==> src/hdl/button_press_qualifier_assert.svh <==
// ----------------------------------------------------------------------------
// button_press_qualifier_assert.svh
// assertion macros for the button press qualifier, empty under synthesis
// ----------------------------------------------------------------------------
`ifndef BUTTON_PRESS_QUALIFIER_ASSERT_SVH
`define BUTTON_PRESS_QUALIFIER_ASSERT_SVH

`ifndef SYNTHESIS

// same-cycle implication, sampled on clk, off during reset
`define BPQ_ASSERT_NOW(label, ante, cons) \
	label: assert property (@(posedge clk) disable iff (!arst_n) (ante) |-> (cons)) \
		else $error("assertion failed");

// next-cycle implication, sampled on clk, off during reset
`define BPQ_ASSERT_NEXT(label, ante, cons) \
	label: assert property (@(posedge clk) disable iff (!arst_n) (ante) |=> (cons)) \
		else $error("assertion failed");

`else

`define BPQ_ASSERT_NOW(label, ante, cons)
`define BPQ_ASSERT_NEXT(label, ante, cons)

`endif

`endif

==> src/hdl/bpq_pkg.sv <==
// ----------------------------------------------------------------------------
// bpq_pkg
// shared types and codes of the button press qualifier
// ----------------------------------------------------------------------------
package bpq_pkg;

	localparam int NUM_BUTTONS_DEF = 4;
	localparam int TIME_BITS_DEF   = 16;
	localparam int LIMIT_BITS      = 16;
	localparam int FIELD_BUTTONS   = 4;

	localparam int CFG_INDEX_BITS = 2;
	localparam logic [CFG_INDEX_BITS-1:0] CFG_DEBOUNCE   = 2'd0;
	localparam logic [CFG_INDEX_BITS-1:0] CFG_LONG_PRESS = 2'd1;

	localparam logic [LIMIT_BITS-1:0] DEBOUNCE_RESET   = 16'd2;
	localparam logic [LIMIT_BITS-1:0] LONG_PRESS_RESET = 16'd100;

	localparam logic KIND_SAMPLE  = 1'b0;
	localparam logic KIND_RELEASE = 1'b1;

	localparam logic [1:0] ST_RELEASED = 2'd0;
	localparam logic [1:0] ST_DOWN     = 2'd1;
	localparam logic [1:0] ST_PRESSED  = 2'd2;
	localparam logic [1:0] ST_LONG     = 2'd3;

	typedef struct packed {
		logic        kind;
		logic [3:0]  pressed_levels;
		logic [1:0]  release_id;
		logic [15:0] backoff_periods;
	} bpq_sample_t;

	typedef struct packed {
		logic [1:0] up_status;
		logic [1:0] down_status;
		logic [1:0] extra_status;
		logic [1:0] power_status;
	} bpq_status_t;

	typedef struct packed {
		logic sample;
		logic qualify;
		logic clear;
	} bpq_ctrl_t;

endpackage

==> src/hdl/button_press_qualifier.sv <==
// ----------------------------------------------------------------------------
// button_press_qualifier
// debounce and long-press qualification of up to four buttons
//
//   channel  | handshake                 | beat
//   ---------+---------------------------+-------------------------------
//   sample   | sample_valid/sample_stall | kind, levels, release, backoff
//   status   | status_valid/status_stall | four 2-bit button states
//   cfg      | cfg_valid/cfg_ready       | cfg_index, cfg_data
//
// one beat per cycle while sample_stall is low; each button updates its
// state and counter in the accept cycle, the result is registered for status
// an output register plus one skid entry keeps sample accepted while one
// result waits; sample_stall rises only when both entries are full
// reset gives released buttons, zero held times, no backoff, default limits
// cfg_ready is always high
// ----------------------------------------------------------------------------
module button_press_qualifier #(
	parameter int NUM_BUTTONS = bpq_pkg::NUM_BUTTONS_DEF,
	parameter int TIME_BITS   = bpq_pkg::TIME_BITS_DEF
) (
	input  logic                              clk,
	input  logic                              arst_n,
	input  logic                              sample_valid,
	output logic                              sample_stall,
	input  bpq_pkg::bpq_sample_t              sample,
	output logic                              status_valid,
	input  logic                              status_stall,
	output bpq_pkg::bpq_status_t              status,
	input  logic                              cfg_valid,
	output logic                              cfg_ready,
	input  logic [bpq_pkg::CFG_INDEX_BITS-1:0] cfg_index,
	input  logic [bpq_pkg::LIMIT_BITS-1:0]     cfg_data
);
	import bpq_pkg::*;

	`include "button_press_qualifier_assert.svh"

	logic [LIMIT_BITS-1:0] debounce_q, long_press_q;
	logic [15:0]           backoff_q;
	logic                  accept, is_sample, is_release;
	logic                  out_valid_q, skid_valid_q, taken;
	bpq_status_t           result, out_q, skid_q;
	bpq_ctrl_t             ctrl [NUM_BUTTONS];
	logic [1:0]            status_d [NUM_BUTTONS];
	logic [FIELD_BUTTONS-1:0][1:0] field_st;

	assign cfg_ready    = 1'b1;
	assign sample_stall = skid_valid_q;
	assign accept       = sample_valid & ~skid_valid_q;
	assign is_sample    = accept & (sample.kind == KIND_SAMPLE);
	assign is_release   = accept & (sample.kind == KIND_RELEASE);
	assign taken        = out_valid_q & ~status_stall;

	// config registers
	always_ff @(posedge clk or negedge arst_n) begin
		if (!arst_n) begin
			debounce_q   <= DEBOUNCE_RESET;
			long_press_q <= LONG_PRESS_RESET;
		end else if (cfg_valid && cfg_ready) begin
			if (cfg_index == CFG_DEBOUNCE) begin
				debounce_q <= cfg_data;
			end
			if (cfg_index == CFG_LONG_PRESS) begin
				long_press_q <= cfg_data;
			end
		end
	end

	// backoff counter
	always_ff @(posedge clk or negedge arst_n) begin
		if (!arst_n) begin
			backoff_q <= '0;
		end else if (is_release) begin
			backoff_q <= sample.backoff_periods;
		end else if (is_sample && backoff_q != '0) begin
			backoff_q <= backoff_q - 1'b1;
		end
	end

	for (genvar b = 0; b < NUM_BUTTONS; b++) begin : g_btn
		logic level;
		if (b < FIELD_BUTTONS) begin : g_lvl
			assign level = sample.pressed_levels[b];
		end else begin : g_nolvl
			assign level = 1'b0;
		end
		assign ctrl[b].sample  = is_sample;
		assign ctrl[b].qualify = (backoff_q == '0);
		assign ctrl[b].clear   = is_release && (32'(sample.release_id) == b);

		bpq_button #(
			.TIME_BITS(TIME_BITS)
		) u_button (
			.clk             (clk),
			.arst_n          (arst_n),
			.ctrl            (ctrl[b]),
			.level           (level),
			.debounce_limit  (debounce_q),
			.long_press_limit(long_press_q),
			.status_next     (status_d[b])
		);
	end

	for (genvar j = 0; j < FIELD_BUTTONS; j++) begin : g_field
		if (j < NUM_BUTTONS) begin : g_have
			assign field_st[j] = status_d[j];
		end else begin : g_none
			assign field_st[j] = ST_RELEASED;
		end
	end

	assign result.up_status    = field_st[0];
	assign result.down_status  = field_st[1];
	assign result.extra_status = field_st[2];
	assign result.power_status = field_st[3];

	// output register with skid entry
	always_ff @(posedge clk or negedge arst_n) begin
		if (!arst_n) begin
			out_valid_q  <= 1'b0;
			skid_valid_q <= 1'b0;
		end else if (out_valid_q && !taken) begin
			if (accept) begin
				skid_valid_q <= 1'b1;
			end
		end else if (skid_valid_q) begin
			out_valid_q  <= 1'b1;
			skid_valid_q <= 1'b0;
		end else begin
			out_valid_q <= accept;
		end
	end

	always_ff @(posedge clk) begin
		if (out_valid_q && !taken) begin
			if (accept) begin
				skid_q <= result;
			end
		end else if (skid_valid_q) begin
			out_q <= skid_q;
		end else if (accept) begin
			out_q <= result;
		end
	end

	assign status_valid = out_valid_q;
	assign status       = out_q;

	`BPQ_ASSERT_NOW(a_skid_implies_out, skid_valid_q, out_valid_q)
	`BPQ_ASSERT_NEXT(a_skid_holds, skid_valid_q && status_stall, skid_valid_q)
	`BPQ_ASSERT_NEXT(a_backoff_load, is_release, backoff_q == $past(sample.backoff_periods))
	`BPQ_ASSERT_NEXT(a_backoff_dec, is_sample && |backoff_q, backoff_q == $past(backoff_q) - 1'b1)

endmodule

==> src/hdl/bpq_button.sv <==
// ----------------------------------------------------------------------------
// bpq_button
// state and saturating held-time counter of one button
// ----------------------------------------------------------------------------
module bpq_button #(
	parameter int TIME_BITS = bpq_pkg::TIME_BITS_DEF
) (
	input  logic                          clk,
	input  logic                          arst_n,
	input  bpq_pkg::bpq_ctrl_t            ctrl,
	input  logic                          level,
	input  logic [bpq_pkg::LIMIT_BITS-1:0] debounce_limit,
	input  logic [bpq_pkg::LIMIT_BITS-1:0] long_press_limit,
	output logic [1:0]                    status_next
);
	import bpq_pkg::*;

	localparam int CMP_BITS = (TIME_BITS > LIMIT_BITS) ? TIME_BITS : LIMIT_BITS;

	logic [1:0]           status_q, status_d;
	logic [TIME_BITS-1:0] held_q, held_d, held_inc;
	logic [CMP_BITS-1:0]  held_ext, deb_ext, long_ext;

	always_comb begin
		held_inc = (&held_q) ? held_q : held_q + 1'b1;
		held_ext = CMP_BITS'(held_inc);
		deb_ext  = CMP_BITS'(debounce_limit);
		long_ext = CMP_BITS'(long_press_limit);
		status_d = status_q;
		held_d   = held_q;
		if (ctrl.clear) begin
			status_d = ST_RELEASED;
			held_d   = '0;
		end else if (ctrl.sample) begin
			held_d = held_inc;
			if (ctrl.qualify) begin
				if (level) begin
					if (status_q == ST_RELEASED) begin
						status_d = ST_DOWN;
						held_d   = '0;
					end else if (status_q == ST_DOWN && held_ext > long_ext) begin
						status_d = ST_LONG;
					end
				end else begin
					if (status_q == ST_DOWN && held_ext > deb_ext) begin
						status_d = ST_PRESSED;
						held_d   = '0;
					end else if (status_q != ST_PRESSED) begin
						status_d = ST_RELEASED;
						held_d   = '0;
					end
				end
			end
		end
	end

	always_ff @(posedge clk or negedge arst_n) begin
		if (!arst_n) begin
			status_q <= ST_RELEASED;
			held_q   <= '0;
		end else begin
			status_q <= status_d;
			held_q   <= held_d;
		end
	end

	assign status_next = status_d;

endmodule
==> config.mk <==
export PLATFORM = sky130hd
export DESIGN_NAME = button_press_qualifier
export DESIGN_NICKNAME = d
export VERILOG_FILES = /design/src/hdl/bpq_pkg.sv /design/src/hdl/button_press_qualifier.sv /design/src/hdl/bpq_button.sv
export VERILOG_INCLUDE_DIRS = /design/src /design/src/hdl
export SDC_FILE = /design/constraint.sdc
export NUM_CORES = 1
export LEC_CHECK = 0
export ABC_AREA = 1
export BUFFER_PORTS_ARGS = -buffer_cell sky130_fd_sc_hd__clkbuf_2
export CORE_UTILIZATION = 60
export CTS_CLUSTER_SIZE = 8
export DETAILED_ROUTE_END_ITERATION = 8
export GPL_TIMING_DRIVEN = 0
export PLACE_DENSITY = 0.78
export SLEW_MARGIN = 25
export SYNTH_ARGS = -nofsm -noshare
export SYNTH_HDL_FRONTEND = slang
export SYNTH_SLANG_ARGS = --single-unit
==> constraint.sdc <==
create_clock -name clk -period 3.1 [get_ports clk]
set_input_delay 0.31 -clock clk [delete_from_list [all_inputs] [get_ports clk]]
set_output_delay 0.31 -clock clk [all_outputs]
set_load 0.02 [all_outputs]
==> impl_metrics.py, run 1 <==
metrics = {
    "timing": {
        "tns_ns": -0.449,
        "relSlewSlack": 0.463,
        "rsz0062_at_grt": "yes",
        "min_period_ns": 3.19,
        "worst-slew-pin-transition_ns": 0.806,
        "drv_slew": 0,
        "period_share": 1.03,
        "max_freq_ghz": 0.314,
        "setup_viol": 7,
        "hold_viol": 0,
        "finalWorstSetupSlack_ns": -0.0881,
        "finalClockSkew_ns": 0.0125,
    },
    "power": {
        "powerDensity_nw_per_um2": 670,
        "power.leakage_nw": 6.56,
        "power_mw": 8.69,
        "ir_worst_vdd_mv": 0.492,
    },
    "setup_path": {
        "cp-end-kind": "flop",
        "crit_slowest_cell": "dfrtp_1",
        "start_kind": "flop",
        "cp.arrival_ns": 3.39,
        "criticalPathCategory": "reg -> reg",
        "crit_buf_inv": 2,
        "path_delay_family": "simple AND/OR/NAND/NOR gates",
        "crit_required_ns": 3.31,
        "cp_common_cell": "nand2_2",
        "rrSetupSlack_ns": -0.09,
        "slowest_delay_ns": 0.39,
        "path_cells": "buf_6 -> ha_4 -> nand3_4 -> nor3_4 -> nand2_2 -> nor2_4 -> nand3_4 -> nand2_4 -> xor2_4 -> inv_2 -> ha_1 -> nand4_1 -> nor3_2 -> nand3_1 -> nand2_2 -> nand2_1 -> nand3_1 -> nand2_2 -> and2_4",
        "critPathMaxFanout": 7,
    },
    "run": {
        "max_cap_violations": 0,
    },
    "synth": {
        "syn_inst": 1412,
        "synth.top_cells.by_count": "nand2_1, inv_1, ha_1, dfrtp_1, nor2_1",
        "syn-cell-area_um2": 10600,
        "synth_cell_types": 50,
        "yosysWarnings": 0,
        "ys.flop_type": "dfrtp_1",
        "yosys.area.top_type_share": 0.279,
        "yosysMostFrequentCell": "nand2_1",
        "synth_area_leaders": "dfrtp_1, ha_1, nand2_1",
        "syn_nets": 1591,
        "synth_edf_count": 16,
        "ys_ff_latch": 138,
        "synth_area_leader_cell": "dfrtp_1",
        "yosysSeqAreaShare": 0.334,
        "synthArstFlopShare": 0.884,
        "synth_area_per_cell_um2": 7.50,
    },
    "global_routing": {
        "globalRouteTotalUtil": 0.328,
        "grt_pass1_vias": 9508,
        "overflow": 0,
        "grt_max_degree": 66,
        "grt_pass1_wl_mm": 46.1,
        "antenna_found_initial": 0,
    },
    "clock_network": {
        "clock_latency_ns": 0.44,
        "path_clk_slew_ns": 0.07,
        "cts_tree": "built",
        "cts_buffers": 17,
        "root_buffer": "clkbuf_16",
        "ctsHtreeMaxLevel": 4,
        "clock_path_buffers": 2,
        "cts_sinks": 138,
    },
    "status": {
        "violations": "negative setup slack",
        "run_status": "finished with violations",
    },
    "route": {
        "drcViolationCount": 0,
        "wl_mm": 30.9,
        "vias_per_cell": 5.85,
        "antenna_left": 0,
        "drt-initial-drc-count": 1062,
        "wl_per_cell_um": 17.4,
        "vias": 10400,
        "dr.pass1.iters": 8,
    },
    "placed_design": {
        "dp_hpwl_mm": 20.4,
        "place_congestion": 0.895,
        "port_buffers": 55,
        "dp_slack_ns": -0.274,
        "placed_cell_area_um2": 11200,
    },
    "die": {
        "core_area_um2": 17200,
        "initial_core_util": 0.614,
        "fp.dieH_um": 135,
        "num_rows": 48,
        "fp.dieW_um": 135,
        "dieArea_um2": 18200,
        "ios": 57,
    },
    "final_layout": {
        "fillCellCount": 1227,
        "postLayoutCellArea_um2": 13000,
        "nets": 1715,
        "drive_above_1_share": 0.230,
        "area_growth_pct": 22.4,
    },
    "hold_path": {
        "hp-class": "in -> reg",
    },
}
## cells by family (layout without fill, tap and decap cells)
logic type | Yosys count | in the layout | synth area share
simple gates | 602 | 602 | 0.252
compound gates | 256 | 256 | 0.135
buf+inv | 247 | 384 | 0.0923
flops | 138 | 138 | 0.334
fa+ha+maj | 133 | 133 | 0.157
xor+xnor | 35 | 35 | 0.0290
other cells | 1 | 2 | 0.000354
## registers in the layout (all words and copies together), names as in the netlist
name,cells
g_btn.u_button.status_q,8
backoff_q,16
debounce_q,16
g_btn.u_button.held_q,64
sample_stall,1
skid_q,8
status_valid,1
status,8
long_press_q,16
## metrics by stage
stage               utilization  cells  hold slack [ns]
global placement          0.646   1692            0.464
detailed placement        0.649   1693            0.319
floorplan                     -   1412           0.0144
finish                    0.752   1775            0.102
CTS                       0.701   1740           0.0931
global route              0.752   1774            0.116
## cells in the final DEF, fill, tap and decap left out, types with 11 or more instances in the layout
cell / netlist / layout
inv_1: 212 / 198
o22ai_1: 30 / 30
nand2_2: 5 / 30
ha_4: 0 / 12
nor2_1: 103 / 87
ha_1: 133 / 118
o21ai_0: 80 / 72
clkbuf_16: 0 / 17
nand2_1: 357 / 323
nand2_4: 4 / 13
clkbuf_2: 0 / 54
edfxtp_1: 16 / 16
a21oi_2: 1 / 11
dfrtp_1: 118 / 113
a21oi_1: 75 / 65
nand4_1: 14 / 14
xor2_1: 34 / 22
o21ai_1: 34 / 37
nor2_4: 4 / 13
nand3_1: 50 / 40
buf_4: 5 / 48
inv_2: 13 / 25
nor3_2: 11 / 22
nor2_2: 7 / 14
## worst paths after layout
path | startpoint | to | cells past startpoint
setup / recovery | g_btn[3].u_button.held_q[1] | skid_q[1] | 19
hold / removal | cfg_data[1] | debounce_q[1] | 3
setup reg to reg | g_btn[3].u_button.held_q[1] | skid_q[1] | 19
hold reg to reg | debounce_q[7] | debounce_q[7] | 2
max in group asynchronous | arst_n | long_press_q[5] | 3
min in group asynchronous | arst_n | g_btn[3].u_button.held_q[11] | 2
## report_power, final
part	internal [mW]	switching, mW	total (mW)
Sequential	2.21	0.401	2.62
Clock	1.16	0.926	2.09
Combinational	1.56	2.42	3.98
## cell type report
class | instances | area (um2) | share of cell area
well taps | 225 | 282 | 0.0217
multi-input cells | 1027 | 6860 | 0.529
diodes | 1 | 2.50 | 0.000193
flip-flops and latches | 138 | 3540 | 0.274
inverters | 226 | 856 | 0.0660
clock inverters | 14 | 150 | 0.0116
plain buffers | 21 | 126 | 0.00975
clock buffers | 18 | 439 | 0.0339
repair buffers | 105 | 701 | 0.0541
## what timing repair did
action / CTS / global route
hold buffers: 1 / 0
pin swaps: 12 / 56
buffers inserted: 14 / 34
endpoints found under the setup margin: 12 / 12
resized for setup: 50 / 142
hold endpoints to repair: 57 / 0
## metal layers
layer  part of all wire  track usage  up-vias
met5                  0            0        -
met3              0.077       0.0683      127
li1                   -            -     4880
met2               0.47        0.522      506
met4              0.046        0.146        0
met1               0.41        0.430     4865
## worst reg2reg max path, stage by stage, from the launching register on
cell and delay (ns):
dfrtp_1 0.39, buf_6 0.12, ha_4 0.14, nand3_4 0.09, nor3_4 0.17, nand2_2 0.12, nor2_4 0.11, nand3_4 0.16
nand2_4 0.14, xor2_4 0.18, inv_2 0.06, ha_1 0.29, nand4_1 0.15, nor3_2 0.24, nand3_1 0.13, nand2_2 0.09
nand2_1 0.05, nand3_1 0.09, nand2_2 0.07, and2_4 0.15
(Power assumes the default switching activity.)
==> run 2, diff against run 1 <==
Settings changed: CORE_UTILIZATION 60 to 35, PLACE_DENSITY 0.78 to not set.
==> impl_metrics.py, run 2 (synthesized netlist as in run 1, its figures left out) <==
metrics = {
    "clock_network": {
        "ctsHtreeMaxLevel": 4,
        "cts_tree": "built",
        "path_clk_slew_ns": 0.06,
        "clock_path_buffers": 2,
        "clock_latency_ns": 0.44,
        "root_buffer": "clkbuf_16",
        "cts_sinks": 138,
        "cts_buffers": 17,
    },
    "setup_path": {
        "reg2reg_depth": 18,
        "path_cells": "nand2_1 -> nor2_4 -> nand3_2 -> nor4_4 -> nand2_2 -> nand2_1 -> nand2_1 -> nor2_1 -> inv_1 -> ha_1 -> nand2_1 -> nor3_4 -> nand3_1 -> nand2_2 -> nand2_2 -> nand3_2 -> nand2_2 -> and2_4",
        "timing.rr.start": "g_btn[3].u_button.held_q[1]",
        "path_delay_family": "simple AND/OR/NAND/NOR gates",
        "cp.depth": 18,
        "slowest_delay_ns": 0.44,
        "cp-end-kind": "flop",
        "crit_slowest_cell": "dfrtp_1",
        "start_kind": "flop",
        "startpoint": "g_btn[3].u_button.held_q[1]",
        "criticalPathCategory": "reg -> reg",
        "cp.arrival_ns": 3.33,
        "r2r-end": "skid_q[1]",
        "critPathMaxFanout": 3,
        "rrSetupSlack_ns": -0.02,
        "crit_required_ns": 3.30,
        "crit_buf_inv": 1,
        "endpoint": "skid_q[1]",
    },
    "die": {
        "dieArea_um2": 30900,
        "core_area_um2": 29700,
        "num_rows": 63,
        "fp.dieH_um": 176,
        "fp.dieW_um": 176,
        "ios": 57,
        "initial_core_util": 0.356,
    },
    "route": {
        "antenna_left": 0,
        "wl_per_cell_um": 15.9,
        "drt-initial-drc-count": 513,
        "vias": 9862,
        "drcViolationCount": 0,
        "dr.pass1.iters": 7,
        "vias_per_cell": 5.04,
        "wl_mm": 31.1,
    },
    "placed_design": {
        "dp_cells": 1858,
        "dp_hpwl_mm": 21.5,
        "place_congestion": 0.850,
        "port_buffers": 55,
    },
    "status": {
        "run_status": "finished with violations",
        "violations": "negative setup slack",
    },
    "final_layout": {
        "multi_input_area_um2": 7080,
        "n_antenna_cell": 0,
        "layout_commonest_cell": "nand2_1",
        "fin_util": 0.455,
        "fillCellCount": 2851,
        "largest-register": "g_btn.u_button.held_q",
        "largest_reg_flops": 64,
        "stdcell_count": 1956,
        "drive_above_1_share": 0.261,
        "area_growth_pct": 27.8,
        "regArea_um2": 3550,
        "final_cell_mix": "nand2_1, inv_1, ha_1",
        "nets": 1732,
    },
    "timing": {
        "relSlewSlack": 0.489,
        "finalClockSkew_ns": 0.00674,
        "rsz0062_at_grt": "yes",
        "drv_slew": 0,
        "min_period_ns": 3.12,
        "hold_ws_ns": 0.114,
        "finalWorstSetupSlack_ns": -0.0229,
        "worst-slew-pin-transition_ns": 0.766,
        "hold_viol": 0,
        "setup_viol": 1,
        "max_freq_ghz": 0.320,
        "period_share": 1.01,
    },
    "run": {
        "max_cap_violations": 0,
    },
    "global_routing": {
        "grt_max_degree": 83,
        "grt_pass1_wl_mm": 47.3,
        "grt_pass1_vias": 9399,
        "antenna_found_initial": 0,
        "globalRouteTotalUtil": 0.197,
        "overflow": 0,
    },
    "power": {
        "power_mw": 8.91,
        "ir_worst_vdd_mv": 0.446,
        "power.leakage_nw": 6.63,
        "powerDensity_nw_per_um2": 658,
    },
    "hold_path": {
        "hp-class": "in -> reg",
    },
}
run 2: cell count changes in the layout (fill, tap and decap cells not counted), moves of 7 or more:
| cell | before | now |
|---|---|---|
| nand2_2 | 30 | 37 |
| ha_4 | 12 | 22 |
| o21ai_0 | 72 | 65 |
| nand2_1 | 323 | 316 |
| ha_1 | 118 | 111 |
| buf_4 | 48 | 69 |
run 2: how the worst min path moves through the flow:
| stage | start | end | slack (ns) | depth (start not counted) |
|---|---|---|---|---|
| after detailed placement | arst_n | long_press_q[13] | 0.27 | 1 |
| final | cfg_data[1] | debounce_q[1] | 0.11 | 3 |
| after floorplan | arst_n | backoff_q[0] | 0.01 | 0 |
| after global routing | sample[2] | backoff_q[2] | 0.12 | 3 |
| after global placement | long_press_q[10] | long_press_q[10] | 0.46 | 2 |
| after CTS | sample[2] | backoff_q[2] | 0.11 | 3 |
run 2: power by group:
part	switching [mW]	total, mW	internal (mW)	leakage, nW
Combinational	2.45	4.11	1.66	4.64
Clock	0.862	2.18	1.32	0.290
Sequential	0.397	2.62	2.22	1.70
Total	3.71	8.91	5.20	6.63
run 2: timing repair:
action,CTS,global route
pin swaps,28,70
endpoints found under the hold margin,40,0
buffers inserted,36,29
setup endpoints to repair,12,12
resized for setup,77,160
hold buffers,1,0
run 2: worst min-delay path, stage by stage:
cell      delay [ns]
clkbuf_2        0.08
inv_1           0.06
o21ai_0         0.09
run 2: area by class of cell:
class                      count  area share
buffer                        21     0.00934
clock buffer                  20      0.0338
clock inverter                12      0.0121
inverter                     226      0.0631
multi-input combinational   1027       0.523
sequential                   138       0.263
tap                          390      0.0361
timing repair buffer         122      0.0601
run 2: metal layers:
| metal | track usage | routed length [um] | up-vias |
|---|---|---|---|
| met5 | 0 | 0 | - |
| met4 | 0.0862 | 775 | 0 |
| met3 | 0.0253 | 1220 | 40 |
| met2 | 0.323 | 15100 | 203 |
| met1 | 0.258 | 14000 | 4703 |
| li1 | - | - | 4916 |
run 2: through the flow:
step | setup WS (ns) | TNS [ns] | instance area [um2]
2_1_floorplan | 0.308 | 0 | 10600
3_3_place_gp | -0.423 | -50.92 | 11300
3_5_place_dp | -0.442 | -2.87 | 11400
4_1_cts | -0.0220 | -0.0389 | 12600
5_1_grt | -0.191 | -1.28 | 13500
6_report | -0.0229 | -0.0229 | 13500
